### src/tt_pkg.sv
// ----------------------------------------------------------------------------
// tt_pkg: shared constants and types of the timeout table
// Table geometry, field widths, operation and status codes, and the structs
// that travel between the sequencer, the entry store and the top level.
// ----------------------------------------------------------------------------
`default_nettype none

package tt_pkg;

  localparam int ENTRIES  = 32;
  localparam int KEY_BITS = 16;

  localparam int IDX_W = (ENTRIES > 1) ? $clog2(ENTRIES) : 1;
  localparam int CNT_W = $clog2(ENTRIES + 1);

  localparam int OPCODE_W = 2;
  localparam int KEY_W    = 16;
  localparam int TIME_W   = 32;
  localparam int STATUS_W = 2;

  localparam logic [OPCODE_W-1:0] OP_ADD    = 2'd0;
  localparam logic [OPCODE_W-1:0] OP_REMOVE = 2'd1;
  localparam logic [OPCODE_W-1:0] OP_TICK   = 2'd2;

  localparam logic [STATUS_W-1:0] ST_OK        = 2'd0;
  localparam logic [STATUS_W-1:0] ST_FULL      = 2'd1;
  localparam logic [STATUS_W-1:0] ST_NOT_FOUND = 2'd2;

  localparam logic KIND_EXPIRY  = 1'b0;
  localparam logic KIND_SUMMARY = 1'b1;

  localparam logic [TIME_W-1:0] DEADLINE_MAX = '1;

  typedef struct packed {
    logic [OPCODE_W-1:0] opcode;
    logic [KEY_W-1:0]    key;
    logic [TIME_W-1:0]   timeout;
    logic [TIME_W-1:0]   now;
  } item_t;

  typedef struct packed {
    logic                kind;
    logic [KEY_W-1:0]    key_res;
    logic [STATUS_W-1:0] status;
    logic                has_next;
    logic [TIME_W-1:0]   next_delay;
    logic                last;
  } result_t;

  typedef struct packed {
    logic                en;
    logic [IDX_W-1:0]    idx;
    logic [KEY_BITS-1:0] key;
    logic [TIME_W-1:0]   deadline;
  } store_wr_t;

  typedef struct packed {
    logic             en;
    logic [IDX_W-1:0] idx;
  } store_clr_t;

  typedef struct packed {
    logic                valid;
    logic [KEY_BITS-1:0] key;
    logic [TIME_W-1:0]   deadline;
  } store_rd_t;

endpackage

`default_nettype wire

### src/tt_intf.sv
// ----------------------------------------------------------------------------
// tt_intf: valid/ready channels of the timeout table
// One interface for the operation channel and one for the result channel.
// ----------------------------------------------------------------------------
`default_nettype none

interface tt_in_if;
  import tt_pkg::*;

  logic                valid;
  logic                ready;
  logic [OPCODE_W-1:0] opcode;
  logic [KEY_W-1:0]    key;
  logic [TIME_W-1:0]   timeout;
  logic [TIME_W-1:0]   now;

  modport source (output valid, output opcode, output key, output timeout, output now,
                  input ready);
  modport sink   (input valid, input opcode, input key, input timeout, input now,
                  output ready);
endinterface

interface tt_out_if;
  import tt_pkg::*;

  logic                valid;
  logic                ready;
  logic                kind;
  logic [KEY_W-1:0]    key_res;
  logic [STATUS_W-1:0] status;
  logic                has_next;
  logic [TIME_W-1:0]   next_delay;
  logic                last;

  modport source (output valid, output kind, output key_res, output status,
                  output has_next, output next_delay, output last, input ready);
  modport sink   (input valid, input kind, input key_res, input status,
                  input has_next, input next_delay, input last, output ready);
endinterface

`default_nettype wire

### src/timeout_table_unit.sv
// ----------------------------------------------------------------------------
// timeout_table_unit: table of per-key timeouts
// Each operation beat (add, remove or tick) scans the whole table once, one
// entry per cycle while the result channel does not stall, through a single
// compare unit on a memory with one read port, then commits the update and
// issues the summary beat. The input is ready only while no item is in work.
// A tick first emits one expiry beat per removed key in ascending entry
// order; every item ends with a summary beat carrying the status and the
// delay to the earliest remaining deadline. Results pass through an output
// register, so a finished beat may wait for the sink while the scan moves on.
// ----------------------------------------------------------------------------
`default_nettype none

module timeout_table_unit (
  input  wire   clk_i,
  input  wire   rst_ni,
  tt_in_if.sink    in_i,
  tt_out_if.source out_o
);
  import tt_pkg::*;

  item_t      item;
  store_rd_t  rd;
  store_wr_t  wr;
  store_clr_t clr;
  result_t    res;
  logic       rd_en;
  logic [IDX_W-1:0] rd_idx;
  logic       res_valid;
  logic       res_ready;
  logic       out_valid_q;
  result_t    out_q;

  assign item.opcode  = in_i.opcode;
  assign item.key     = in_i.key;
  assign item.timeout = in_i.timeout;
  assign item.now     = in_i.now;

  tt_seq u_seq (
    .clk_i       (clk_i),
    .rst_ni      (rst_ni),
    .in_valid_i  (in_i.valid),
    .in_ready_o  (in_i.ready),
    .item_i      (item),
    .rd_en_o     (rd_en),
    .rd_idx_o    (rd_idx),
    .rd_i        (rd),
    .wr_o        (wr),
    .clr_o       (clr),
    .res_valid_o (res_valid),
    .res_ready_i (res_ready),
    .res_o       (res)
  );

  tt_store u_store (
    .clk_i    (clk_i),
    .rst_ni   (rst_ni),
    .rd_en_i  (rd_en),
    .rd_idx_i (rd_idx),
    .rd_o     (rd),
    .wr_i     (wr),
    .clr_i    (clr)
  );

  assign res_ready = !out_valid_q || out_o.ready;

  always_ff @(posedge clk_i or negedge rst_ni) begin
    if (!rst_ni) begin
      out_valid_q <= 1'b0;
    end else if (res_ready) begin
      out_valid_q <= res_valid;
    end
  end

  always_ff @(posedge clk_i) begin
    if (res_ready && res_valid) begin
      out_q <= res;
    end
  end

  assign out_o.valid      = out_valid_q;
  assign out_o.kind       = out_q.kind;
  assign out_o.key_res    = out_q.key_res;
  assign out_o.status     = out_q.status;
  assign out_o.has_next   = out_q.has_next;
  assign out_o.next_delay = out_q.next_delay;
  assign out_o.last       = out_q.last;

endmodule

`default_nettype wire

### src/tt_store.sv
// ----------------------------------------------------------------------------
// tt_store: entry store of the timeout table
// Key and deadline memory with one write port and one registered read port,
// plus a flip-flop valid bit per entry that reset clears.
// ----------------------------------------------------------------------------
`default_nettype none

module tt_store (
  input  wire                     clk_i,
  input  wire                     rst_ni,
  input  wire                     rd_en_i,
  input  wire [tt_pkg::IDX_W-1:0] rd_idx_i,
  output tt_pkg::store_rd_t       rd_o,
  input  tt_pkg::store_wr_t       wr_i,
  input  tt_pkg::store_clr_t      clr_i
);
  import tt_pkg::*;

  logic [KEY_BITS-1:0] key_mem [ENTRIES];
  logic [TIME_W-1:0]   dl_mem  [ENTRIES];
  logic [ENTRIES-1:0]  valid_q;
  logic                rd_valid_q;
  logic [KEY_BITS-1:0] rd_key_q;
  logic [TIME_W-1:0]   rd_dl_q;

  always_ff @(posedge clk_i) begin
    if (wr_i.en) begin
      key_mem[wr_i.idx] <= wr_i.key;
      dl_mem[wr_i.idx]  <= wr_i.deadline;
    end
    if (rd_en_i) begin
      rd_key_q <= key_mem[rd_idx_i];
      rd_dl_q  <= dl_mem[rd_idx_i];
    end
  end

  always_ff @(posedge clk_i or negedge rst_ni) begin
    if (!rst_ni) begin
      valid_q    <= '0;
      rd_valid_q <= 1'b0;
    end else begin
      if (wr_i.en) begin
        valid_q[wr_i.idx] <= 1'b1;
      end
      if (clr_i.en) begin
        valid_q[clr_i.idx] <= 1'b0;
      end
      if (rd_en_i) begin
        rd_valid_q <= valid_q[rd_idx_i];
      end
    end
  end

  assign rd_o.valid    = rd_valid_q;
  assign rd_o.key      = rd_key_q;
  assign rd_o.deadline = rd_dl_q;

endmodule

`default_nettype wire

### src/tt_seq.sv
// ----------------------------------------------------------------------------
// tt_seq: scan sequencer of the timeout table
// Walks the store one entry per cycle unless stalled, through a shared compare
// unit that finds the key, the lowest free slot, expired entries and earliest
// remaining deadline, then commits the update and issues the summary beat.
// ----------------------------------------------------------------------------
`default_nettype none

module tt_seq (
  input  wire                     clk_i,
  input  wire                     rst_ni,
  input  wire                     in_valid_i,
  output logic                    in_ready_o,
  input  tt_pkg::item_t           item_i,
  output logic                    rd_en_o,
  output logic [tt_pkg::IDX_W-1:0] rd_idx_o,
  input  tt_pkg::store_rd_t       rd_i,
  output tt_pkg::store_wr_t       wr_o,
  output tt_pkg::store_clr_t      clr_o,
  output logic                    res_valid_o,
  input  wire                     res_ready_i,
  output tt_pkg::result_t         res_o
);
  import tt_pkg::*;

  localparam logic [1:0] S_IDLE    = 2'd0;
  localparam logic [1:0] S_SCAN    = 2'd1;
  localparam logic [1:0] S_FINISH  = 2'd2;
  localparam logic [1:0] S_SUMMARY = 2'd3;

  logic [1:0]          state_q, state_d;
  logic [OPCODE_W-1:0] op_q, op_d;
  logic [KEY_BITS-1:0] key_q, key_d;
  logic [TIME_W-1:0]   now_q, now_d;
  logic [TIME_W-1:0]   dl_q, dl_d;
  logic [CNT_W-1:0]    ptr_q, ptr_d;
  logic                ev_vld_q, ev_vld_d;
  logic [IDX_W-1:0]    ev_idx_q, ev_idx_d;
  logic                hit_q, hit_d;
  logic [IDX_W-1:0]    hit_idx_q, hit_idx_d;
  logic                free_q, free_d;
  logic [IDX_W-1:0]    free_idx_q, free_idx_d;
  logic                min_vld_q, min_vld_d;
  logic [TIME_W-1:0]   min_q, min_d;
  logic [STATUS_W-1:0] status_q, status_d;

  logic [TIME_W:0] sum;
  logic            match, expired, emit, stall, drop, cand, lower;

  assign sum = {1'b0, item_i.now} + {1'b0, item_i.timeout};

  // Compare unit shared by every entry of the scan.
  assign match   = rd_i.valid && (rd_i.key == key_q);
  assign expired = rd_i.valid && (rd_i.deadline < now_q);
  assign emit    = ev_vld_q && (op_q == OP_TICK) && expired;
  assign stall   = emit && !res_ready_i;
  // The entry an add overwrites or a remove deletes leaves the minimum search.
  assign drop    = match && ((op_q == OP_ADD) || (op_q == OP_REMOVE));
  assign cand    = rd_i.valid && !expired && !drop;
  assign lower   = !min_vld_q || (rd_i.deadline < min_q);

  always_comb begin
    state_d    = state_q;
    op_d       = op_q;
    key_d      = key_q;
    now_d      = now_q;
    dl_d       = dl_q;
    ptr_d      = ptr_q;
    ev_vld_d   = ev_vld_q;
    ev_idx_d   = ev_idx_q;
    hit_d      = hit_q;
    hit_idx_d  = hit_idx_q;
    free_d     = free_q;
    free_idx_d = free_idx_q;
    min_vld_d  = min_vld_q;
    min_d      = min_q;
    status_d   = status_q;

    in_ready_o  = 1'b0;
    rd_en_o     = 1'b0;
    rd_idx_o    = ptr_q[IDX_W-1:0];
    wr_o        = '0;
    clr_o       = '0;
    res_valid_o = 1'b0;
    res_o       = '0;

    case (state_q)
      S_IDLE: begin
        in_ready_o = 1'b1;
        if (in_valid_i) begin
          op_d      = item_i.opcode;
          key_d     = KEY_BITS'(item_i.key);
          now_d     = item_i.now;
          dl_d      = sum[TIME_W] ? DEADLINE_MAX : sum[TIME_W-1:0];
          ptr_d     = '0;
          ev_vld_d  = 1'b0;
          hit_d     = 1'b0;
          free_d    = 1'b0;
          min_vld_d = 1'b0;
          status_d  = ST_OK;
          state_d   = S_SCAN;
        end
      end

      S_SCAN: begin
        if (!stall) begin
          if (ptr_q < CNT_W'(ENTRIES)) begin
            rd_en_o  = 1'b1;
            ev_vld_d = 1'b1;
            ev_idx_d = ptr_q[IDX_W-1:0];
            ptr_d    = ptr_q + CNT_W'(1);
          end else begin
            ev_vld_d = 1'b0;
          end
          if (ev_vld_q) begin
            if (match && !hit_q) begin
              hit_d     = 1'b1;
              hit_idx_d = ev_idx_q;
            end
            if (!rd_i.valid && !free_q) begin
              free_d     = 1'b1;
              free_idx_d = ev_idx_q;
            end
            if (cand && lower) begin
              min_vld_d = 1'b1;
              min_d     = rd_i.deadline;
            end
            if (emit) begin
              res_valid_o   = 1'b1;
              res_o.kind    = KIND_EXPIRY;
              res_o.key_res = KEY_W'(rd_i.key);
              clr_o.en      = 1'b1;
              clr_o.idx     = ev_idx_q;
            end
          end
        end
        if ((ptr_q == CNT_W'(ENTRIES)) && !ev_vld_q) begin
          state_d = S_FINISH;
        end
      end

      S_FINISH: begin
        case (op_q)
          OP_ADD: begin
            if (hit_q || free_q) begin
              wr_o.en       = 1'b1;
              wr_o.idx      = hit_q ? hit_idx_q : free_idx_q;
              wr_o.key      = key_q;
              wr_o.deadline = dl_q;
              if (!min_vld_q || (dl_q < min_q)) begin
                min_vld_d = 1'b1;
                min_d     = dl_q;
              end
            end else begin
              status_d = ST_FULL;
            end
          end
          OP_REMOVE: begin
            if (hit_q) begin
              clr_o.en  = 1'b1;
              clr_o.idx = hit_idx_q;
            end else begin
              status_d = ST_NOT_FOUND;
            end
          end
          default: begin
          end
        endcase
        state_d = S_SUMMARY;
      end

      S_SUMMARY: begin
        res_valid_o  = 1'b1;
        res_o.kind   = KIND_SUMMARY;
        res_o.status = status_q;
        res_o.last   = 1'b1;
        // A deadline equal to now gives a zero delay, which reports as none.
        if (min_vld_q && (min_q != now_q)) begin
          res_o.has_next   = 1'b1;
          res_o.next_delay = min_q - now_q;
        end
        if (res_ready_i) begin
          state_d = S_IDLE;
        end
      end

      default: begin
        state_d = S_IDLE;
      end
    endcase
  end

  always_ff @(posedge clk_i or negedge rst_ni) begin
    if (!rst_ni) begin
      state_q   <= S_IDLE;
      ptr_q     <= '0;
      ev_vld_q  <= 1'b0;
      hit_q     <= 1'b0;
      free_q    <= 1'b0;
      min_vld_q <= 1'b0;
      status_q  <= ST_OK;
      op_q      <= OP_ADD;
    end else begin
      state_q   <= state_d;
      ptr_q     <= ptr_d;
      ev_vld_q  <= ev_vld_d;
      hit_q     <= hit_d;
      free_q    <= free_d;
      min_vld_q <= min_vld_d;
      status_q  <= status_d;
      op_q      <= op_d;
    end
  end

  always_ff @(posedge clk_i) begin
    key_q      <= key_d;
    now_q      <= now_d;
    dl_q       <= dl_d;
    ev_idx_q   <= ev_idx_d;
    hit_idx_q  <= hit_idx_d;
    free_idx_q <= free_idx_d;
    min_q      <= min_d;
  end

  a_wr_clr_excl: assert property (@(posedge clk_i) disable iff (!rst_ni)
    !(wr_o.en && clr_o.en))
    else $error("store write and clear in the same cycle");

  a_eval_in_scan: assert property (@(posedge clk_i) disable iff (!rst_ni)
    ev_vld_q |-> (state_q == S_SCAN))
    else $error("entry evaluation outside the scan");

  a_last_is_summary: assert property (@(posedge clk_i) disable iff (!rst_ni)
    res_valid_o |-> (res_o.last == res_o.kind))
    else $error("last flag does not match the beat kind");

  a_summary_ends_item: assert property (@(posedge clk_i) disable iff (!rst_ni)
    (res_valid_o && res_ready_i && res_o.last) |=> (state_q == S_IDLE))
    else $error("sequencer not idle after the summary beat");

  a_expiry_only_tick: assert property (@(posedge clk_i) disable iff (!rst_ni)
    (res_valid_o && (res_o.kind == KIND_EXPIRY)) |-> (op_q == OP_TICK))
    else $error("expiry beat outside a tick");

endmodule

`default_nettype wire
### src/flat_wrapper.sv
// flat-port wrapper written by rule: the top's interface ports become plain ports
module timeout_table_unit_flat import tt_pkg::*;
  (clk_i, rst_ni, in_i_valid, in_i_opcode, in_i_key, in_i_timeout, in_i_now, in_i_ready, out_o_valid, out_o_kind, out_o_key_res, out_o_status, out_o_has_next, out_o_next_delay, out_o_last, out_o_ready);
  tt_in_if in_i_i ();
  tt_out_if out_o_i ();
  input  wire clk_i;
  input  wire rst_ni;
  input wire logic [$bits(in_i_i.valid)-1:0] in_i_valid;
  input wire logic [$bits(in_i_i.opcode)-1:0] in_i_opcode;
  input wire logic [$bits(in_i_i.key)-1:0] in_i_key;
  input wire logic [$bits(in_i_i.timeout)-1:0] in_i_timeout;
  input wire logic [$bits(in_i_i.now)-1:0] in_i_now;
  output wire logic [$bits(in_i_i.ready)-1:0] in_i_ready;
  output wire logic [$bits(out_o_i.valid)-1:0] out_o_valid;
  output wire logic [$bits(out_o_i.kind)-1:0] out_o_kind;
  output wire logic [$bits(out_o_i.key_res)-1:0] out_o_key_res;
  output wire logic [$bits(out_o_i.status)-1:0] out_o_status;
  output wire logic [$bits(out_o_i.has_next)-1:0] out_o_has_next;
  output wire logic [$bits(out_o_i.next_delay)-1:0] out_o_next_delay;
  output wire logic [$bits(out_o_i.last)-1:0] out_o_last;
  input wire logic [$bits(out_o_i.ready)-1:0] out_o_ready;
  assign in_i_i.valid = in_i_valid;
  assign in_i_i.opcode = in_i_opcode;
  assign in_i_i.key = in_i_key;
  assign in_i_i.timeout = in_i_timeout;
  assign in_i_i.now = in_i_now;
  assign in_i_ready = in_i_i.ready;
  assign out_o_valid = out_o_i.valid;
  assign out_o_kind = out_o_i.kind;
  assign out_o_key_res = out_o_i.key_res;
  assign out_o_status = out_o_i.status;
  assign out_o_has_next = out_o_i.has_next;
  assign out_o_next_delay = out_o_i.next_delay;
  assign out_o_last = out_o_i.last;
  assign out_o_i.ready = out_o_ready;
  timeout_table_unit u_core (.clk_i(clk_i), .rst_ni(rst_ni), .in_i(in_i_i), .out_o(out_o_i));
endmodule
### config.mk
export PLATFORM = sky130hd
export DESIGN_NAME = timeout_table_unit_flat
export DESIGN_NICKNAME = d
export VERILOG_FILES = /design/src/tt_pkg.sv /design/src/tt_intf.sv /design/src/timeout_table_unit.sv /design/src/tt_store.sv /design/src/tt_seq.sv /design/src/flat_wrapper.sv
export SDC_FILE = /design/constraint.sdc
export NUM_CORES = 2
export LEC_CHECK = 0
export BUFFER_PORTS_ARGS = -buffer_cell sky130_fd_sc_hd__buf_2
export CORE_MARGIN = 5
export CORE_UTILIZATION = 29
export DETAILED_ROUTE_END_ITERATION = 16
export PLACE_DENSITY = 0.46
export SKIP_CTS_REPAIR_TIMING = 1
export SLEW_MARGIN = 20
export SYNTH_ARGS = -nofsm -noshare
export SYNTH_HDL_FRONTEND = slang
export SYNTH_HIERARCHICAL = 1
export SYNTH_SLANG_ARGS = --single-unit
### constraint.sdc
create_clock -name clk_i -period 7.5 [get_ports clk_i]
set_input_delay 0.75 -clock clk_i [delete_from_list [all_inputs] [get_ports clk_i]]
set_output_delay 0.75 -clock clk_i [all_outputs]
set_load 0.005 [all_outputs]
## Word level (Yosys, flattened, before mapping)

Memories as Yosys holds them, arrays and structs flattened. A register that Yosys moved wholly into a read port is not among the register bits.
Index checks and enable logic that the tools add are counted.

- Bitwise logic cells: 7
- Muxes and demuxes: 69
- Add/subtract/negate cells: 3
- Eq/ne operators: 23
- $lt $le $gt $ge: 9
- Reductions and logical operators: 50

Operators with widths:

| cell | count |
|---|---|
| 32-bit 2-to-1 mux | 8 |
| 54-bit 2-to-1 mux | 3 |
| 32-bit < comparator | 3 |
| 32-bit case mux with 2 select lines | 1 |
| 6-bit 2-to-1 mux | 8 |
| 32-bit by 32-bit adder with 33-bit output | 1 |
| 33-bit 2-to-1 mux | 1 |
| 32-bit AND | 1 |
| 32-bit != test | 1 |
| 32-bit inverter | 1 |
| 32-bit OR | 1 |
| 32-bit subtractor | 1 |
| 1-bit 2-to-1 mux | 27 |
| 6-bit case mux with 2 select lines | 2 |
| 2-bit != test, second input constant | 11 |
| 5-bit by 6-bit < comparator with 1-bit output, second input constant | 3 |
| 16-bit equality test | 1 |
| 1-bit logical AND | 16 |
| 5-bit AND reduction | 3 |
| 2-bit 2-to-1 mux | 6 |
| 4-bit AND reduction | 3 |
| 1-bit demux with 5-bit select | 2 |
| 5-bit by 1-bit >= comparator with 1-bit output, second input constant | 2 |
| 1-bit case mux with 2 select lines | 5 |
| other kinds (23) | 50 |

- Bits of input ports: 86
- Register bits after elaboration: 230
- Output and inout port bits: 55
- Memories: 2
- RAM bits: 1536
- Logic and storage cells: 187

Memories:

| memory | depth | bits a word | read ports | clocked after memory_dff | wr ports | RTL line | text |
|---|---|---|---|---|---|---|---|
| u_core.u_store.dl_mem | 32 | 32 | 1 | 1 | 1 | tt_store.sv:20 | `logic [TIME_W-1:0] dl_mem [ENTRIES];` |
| u_core.u_store.key_mem | 32 | 16 | 1 | 1 | 1 | tt_store.sv:19 | `logic [KEY_BITS-1:0] key_mem [ENTRIES];` |

## Longest topological paths before layout

- Word-level depth: 14
- Gate-level depth with buffers: 15
- Depth with buffers taken out: 14

## By module

The synthesis kept the hierarchy.

Modules (own cells, without submodules):

| module | instances | sequential area each (sq um) | cells an instance | area each (sq um) |
|---|---|---|---|---|
| tt_store | 1 | 48391.4 | 2413 | 61201.2 |
| tt_seq | 1 | 4214.0 | 1193 | 11649.9 |
| timeout_table_unit | 1 | 1616.6 | 57 | 1645.3 |

## Worst setup path before layout

No wires, ideal clock.

- Path type: flip-flop to flip-flop
- Start point: register u_core.u_seq.dl_q[9]
- End point: register u_core.u_seq.min_q[0] (enable)
- Arrival: 5.190 ns
- Setup slack: 1.797 ns
- Required time: 6.987 ns
- Cell stages (with the launch flop): 10
- Buffers on the path: 0
- Period minus slack after synthesis: 5.703 ns
- Setup time: 0.513 ns
- Path through: edfxtp_1 ha_1 a21oi_1 nor2_1 a2111oi_0 o21ai_0 a221o_1 a21oi_1 o41ai_1 nor4b_1

- Longest elaborated chain between the ends: 4

Ends and longest elaborated chain:

| element | RTL line | text |
|---|---|---|
| start, declared | tt_seq.sv:35 | `logic [TIME_W-1:0] dl_q, dl_d;` |
| start signal, assigned | tt_seq.sv:218 | `dl_q <= dl_d;` |
| 32-bit < comparator | tt_seq.sv:150 | `if (!min_vld_q \|\| (dl_q < min_q)) begin` |
| 1-bit logical OR | tt_seq.sv:150 |  |
| 2-bit != test (no line) | n/a |  |
| 7-bit AND reduction (no line) | n/a |  |
| end signal, assigned | tt_seq.sv:222 | `min_q <= min_d;` |
| end, declared | tt_seq.sv:44 | `logic [TIME_W-1:0] min_q, min_d;` |

No other way between the ends.
A chain may end at the register's enable or synchronous reset.

==> results.md <==
* Fmax at 213 MHz
* Via count at 36900
* Sink Count at 1814
* Grt total ovfl at 0
* Maximum vdd drop at 0.209 mV
* # rows at 186
* Largest net degree at the start of global routing at 107
* Setup TNS at 0 ns
* Port Buffers at 140
* Final setup fails at 0
* EDFF count, synth at 1764
* Buffer depth of the longest clock path at 3
* Num CTS Buffers at 189
* Clk slew on worst S/H paths at 0.06 ns
* Drt pass-1 iters at 5
* R2r endpoint: u_core/u_store/dl_mem[30][11]$_DFFE_PP_
* H-tree lvl count at 4
* Library cells used by synthesis at 73
* Status: completed
* Main synth FF type: edfxtp_1
* Area fraction of the dominant cell type after synthesis at 0.711
* Most frequent cell after synthesis: edfxtp_1
* Crit start category: flop
* Initial DRC Count at 3202
* Synth area leaders: edfxtp_1 (71%), mux4_2 (15%), ha_1 (2.7%)
* CP startpoint: u_core/u_seq/state_q[0]$_DFFE_PN0P_
* Worst-Margin Slew at 1.10 ns
* Tot GR Track Use at 0.150
* Static leakage at 23.3 nW
* Final Hold Vio Count at 0
* Mapped Cells at 3663
* Synth cell count leaders: edfxtp_1 (1764), mux4_2 (480), ha_1 (163)
* Post-DRT Antenna Nets at 0
* Syn_area_per_cell at 20.3 sq um
* # fillers at 24200
* Post-synth ARST share at 0.0276
* P&R area growth vs syn at 15.4%
* I/O pins at 141
* Register Area at 54200 sq um
* Max FO, Critical Path at 38
* Flops & latches, synth at 1814
* Vias in the first global route at 38100
* Vias per inst at 4.94
* Initial antenna violation count at 11
* DR WL/cell at 27.1 um
* Detailed Place HPWL at 119000 um
* Clock Skews at 0.0326 ns
* Final Cycle Share at 0.627
* Reg2reg path depth at 8
* Capture point of the worst path: u_core/u_store/dl_mem[30][11]$_DFFE_PP_
* Critical Path Sink Type: flop
* Worst EP arrival at 5.14 ns
* Worst Setup Path Type: reg -> reg
* Slew Limit Headroom at 0.264
* Chip width at 517 um
* Min Tclk post-route at 4.70 ns
* Nets at 4198
* Fin util at 0.335
* Hold WC Path Type: in -> async
* Max Cap Violations at 0
* Core region area at 256000 sq um
* Slew Limit Fails at 0
* Worst EP required at 7.94 ns
* Root Driver: clkbuf_16
* Reg2reg start: u_core/u_seq/state_q[0]$_DFFE_PN0P_
* Mapped cell area at 74500 sq um
* Share of post-route cells with drive strength above 1 at 0.279
* Post-synth top area cell: edfxtp_1
* Pwr Total at 26.5 mW
* Residual DRC at 0
* RSZ-0062 raised after global routing: false
* PD cells at 308 nW/um^2
* Routability cong. at 0.796
* Total number of yosys warnings at 6
* First-pass GRT wire length at 288000 um
* Die area at 267000 sq um
* Clock latency on the worst-skew pair at 0.83 ns
* Footprint of the multi-input gates at 19500 sq um
* Synth Net Count at 3914
* Reg2Reg Setup Slack at 2.80 ns
* Die Ht at 517 um
* WL final at 203000 um
* CTS tree: done
* Initial Util at 0.291
* Sequential fraction of the synthesis area at 0.728
metal layers:
metal / track usage / wire length [um] / share of wire
met5: 0 / 13 / 0.000064
met4: 0.0326 / 3860 / 0.019
met3: 0.0288 / 11200 / 0.055
met2: 0.231 / 91600 / 0.45
met1: 0.222 / 96400 / 0.47
where the power goes:
| part | internal (mW) | leakage, nW | total, mW | switching [mW] |
|---|---|---|---|---|
| combinational | 2.19 | 6.76 | 5.23 | 3.04 |
| clock | 5.12 | 2.88 | 9.11 | 3.99 |
| sequential | 11.7 | 13.7 | 12.2 | 0.496 |
| total | 19.0 | 23.3 | 26.5 | 7.52 |
flip-flops by register name (all words and copies together) (netlist names), 2 cells and up:
name,count
u_core/u_store/dl_mem,1024
u_core/u_store/key_mem,512
u_core/out_o.next_delay,32
u_core/u_seq/dl_q,32
u_core/u_seq/min_q,32
u_core/u_seq/now_q,32
u_core/u_store/rd_dl_q,32
u_core/u_store/valid_q,32
u_core/out_o.key_res,16
u_core/u_seq/key_q,16
u_core/u_store/rd_key_q,16
u_core/u_seq/ptr_q,6
u_core/u_seq/ev_idx_q,5
u_core/u_seq/free_idx_q,5
u_core/u_seq/hit_idx_q,5
u_core/out_o.status,2
u_core/u_seq/op_q,2
u_core/u_seq/state_q,2
u_core/u_seq/status_q,2
kinds of logic (layout without fill, tap and decap cells):
group                    Yosys count  after routing  synth area share
buffers and inverters            242            671            0.0142
AO/OA/AOI/OAI                    323            323            0.0287
flip-flops                      1814           1814             0.728
adder cells (fa/ha/maj)          165            165            0.0279
other                              0              4                 0
multiplexers                     591            591             0.161
AND/OR/NAND/NOR                  464            464            0.0323
XOR/XNOR                          64             64           0.00752
cells in the final DEF, fill, tap and decap left out, drive strengths merged, types with 7 or more instances in the layout:
cell and n:
edfxtp 1764, a211oi 15, xnor2 42, xor2 22, nor3 27, o21a 17
dfrtp 50, o21ai 56, o22a 17, nand3 24, nor2b 20, a22oi 7
mux4 480, and3 10, mux2 87, clkbuf 246, buf 242, mux2i 24
a21o 34, nor2 136, nand2 78, nand4 25, a21oi 92, bufinv 12
nand2b 19, o21bai 9, ha 163, a31oi 13, nor3b 7, clkinv 68
inv 102, nand3b 9, and2 73
through the flow:
stage	cell area [sq um]	hold WS [ns]	setup WS (ns)	cells
detailed placement	80000	0.471	2.75	7138
floorplan	74500	0.446	1.80	3663
CTS	85900	0.0170	2.74	7474
global route	86000	0.0359	2.56	7477
finish	86000	0.0995	2.80	7480
global placement	79800	0.473	2.87	7132
cell type report:
class / instances / share of cell area
sequential: 1814 / 0.631
inverter: 93 / 0.00409
timing repair buffer: 242 / 0.0197
clock inverter: 90 / 0.0107
tap: 3384 / 0.0493
clock buffer: 246 / 0.0581
multi-input combinational: 1607 / 0.227
antenna: 4 / 0.000116
how the worst min path moves through the flow:
stage | from | endpoint | slack (ns) | cells after the start
floorplan | rst_ni | u_core/out_o.valid$_DFFE_PN0P_ | 0.45 | 0
global placement | u_core/u_store/valid_q[25]$_DFF_PN0_ | u_core/u_store/valid_q[25]$_DFF_PN0_ | 0.47 | 1
global route | in_i_key[4] | u_core/u_seq/key_q[4]$_DFFE_PP_ | 0.04 | 1
finish | rst_ni | u_core/u_seq/ptr_q[1]$_DFFE_PN0P_ | 0.1 | 2
CTS | in_i_key[1] | u_core/u_seq/key_q[1]$_DFFE_PP_ | 0.02 | 1
detailed placement | u_core/u_seq/ev_idx_q[4]$_DFFE_PP_ | u_core/u_seq/hit_idx_q[4]$_DFFE_PP_ | 0.47 | 0
worst max-delay path, cell delays in order (launching register included):
cell and delay, ns:
dfrtp_1 0.42, inv_1 0.12, ha_2 0.17, buf_4 0.47, nand2_1 0.40, nor2_1 0.29, nand3b_1 0.67, nor2_4 1.07
buf_4 0.63
No activity file was read; power rests on OpenSTA's default activity.
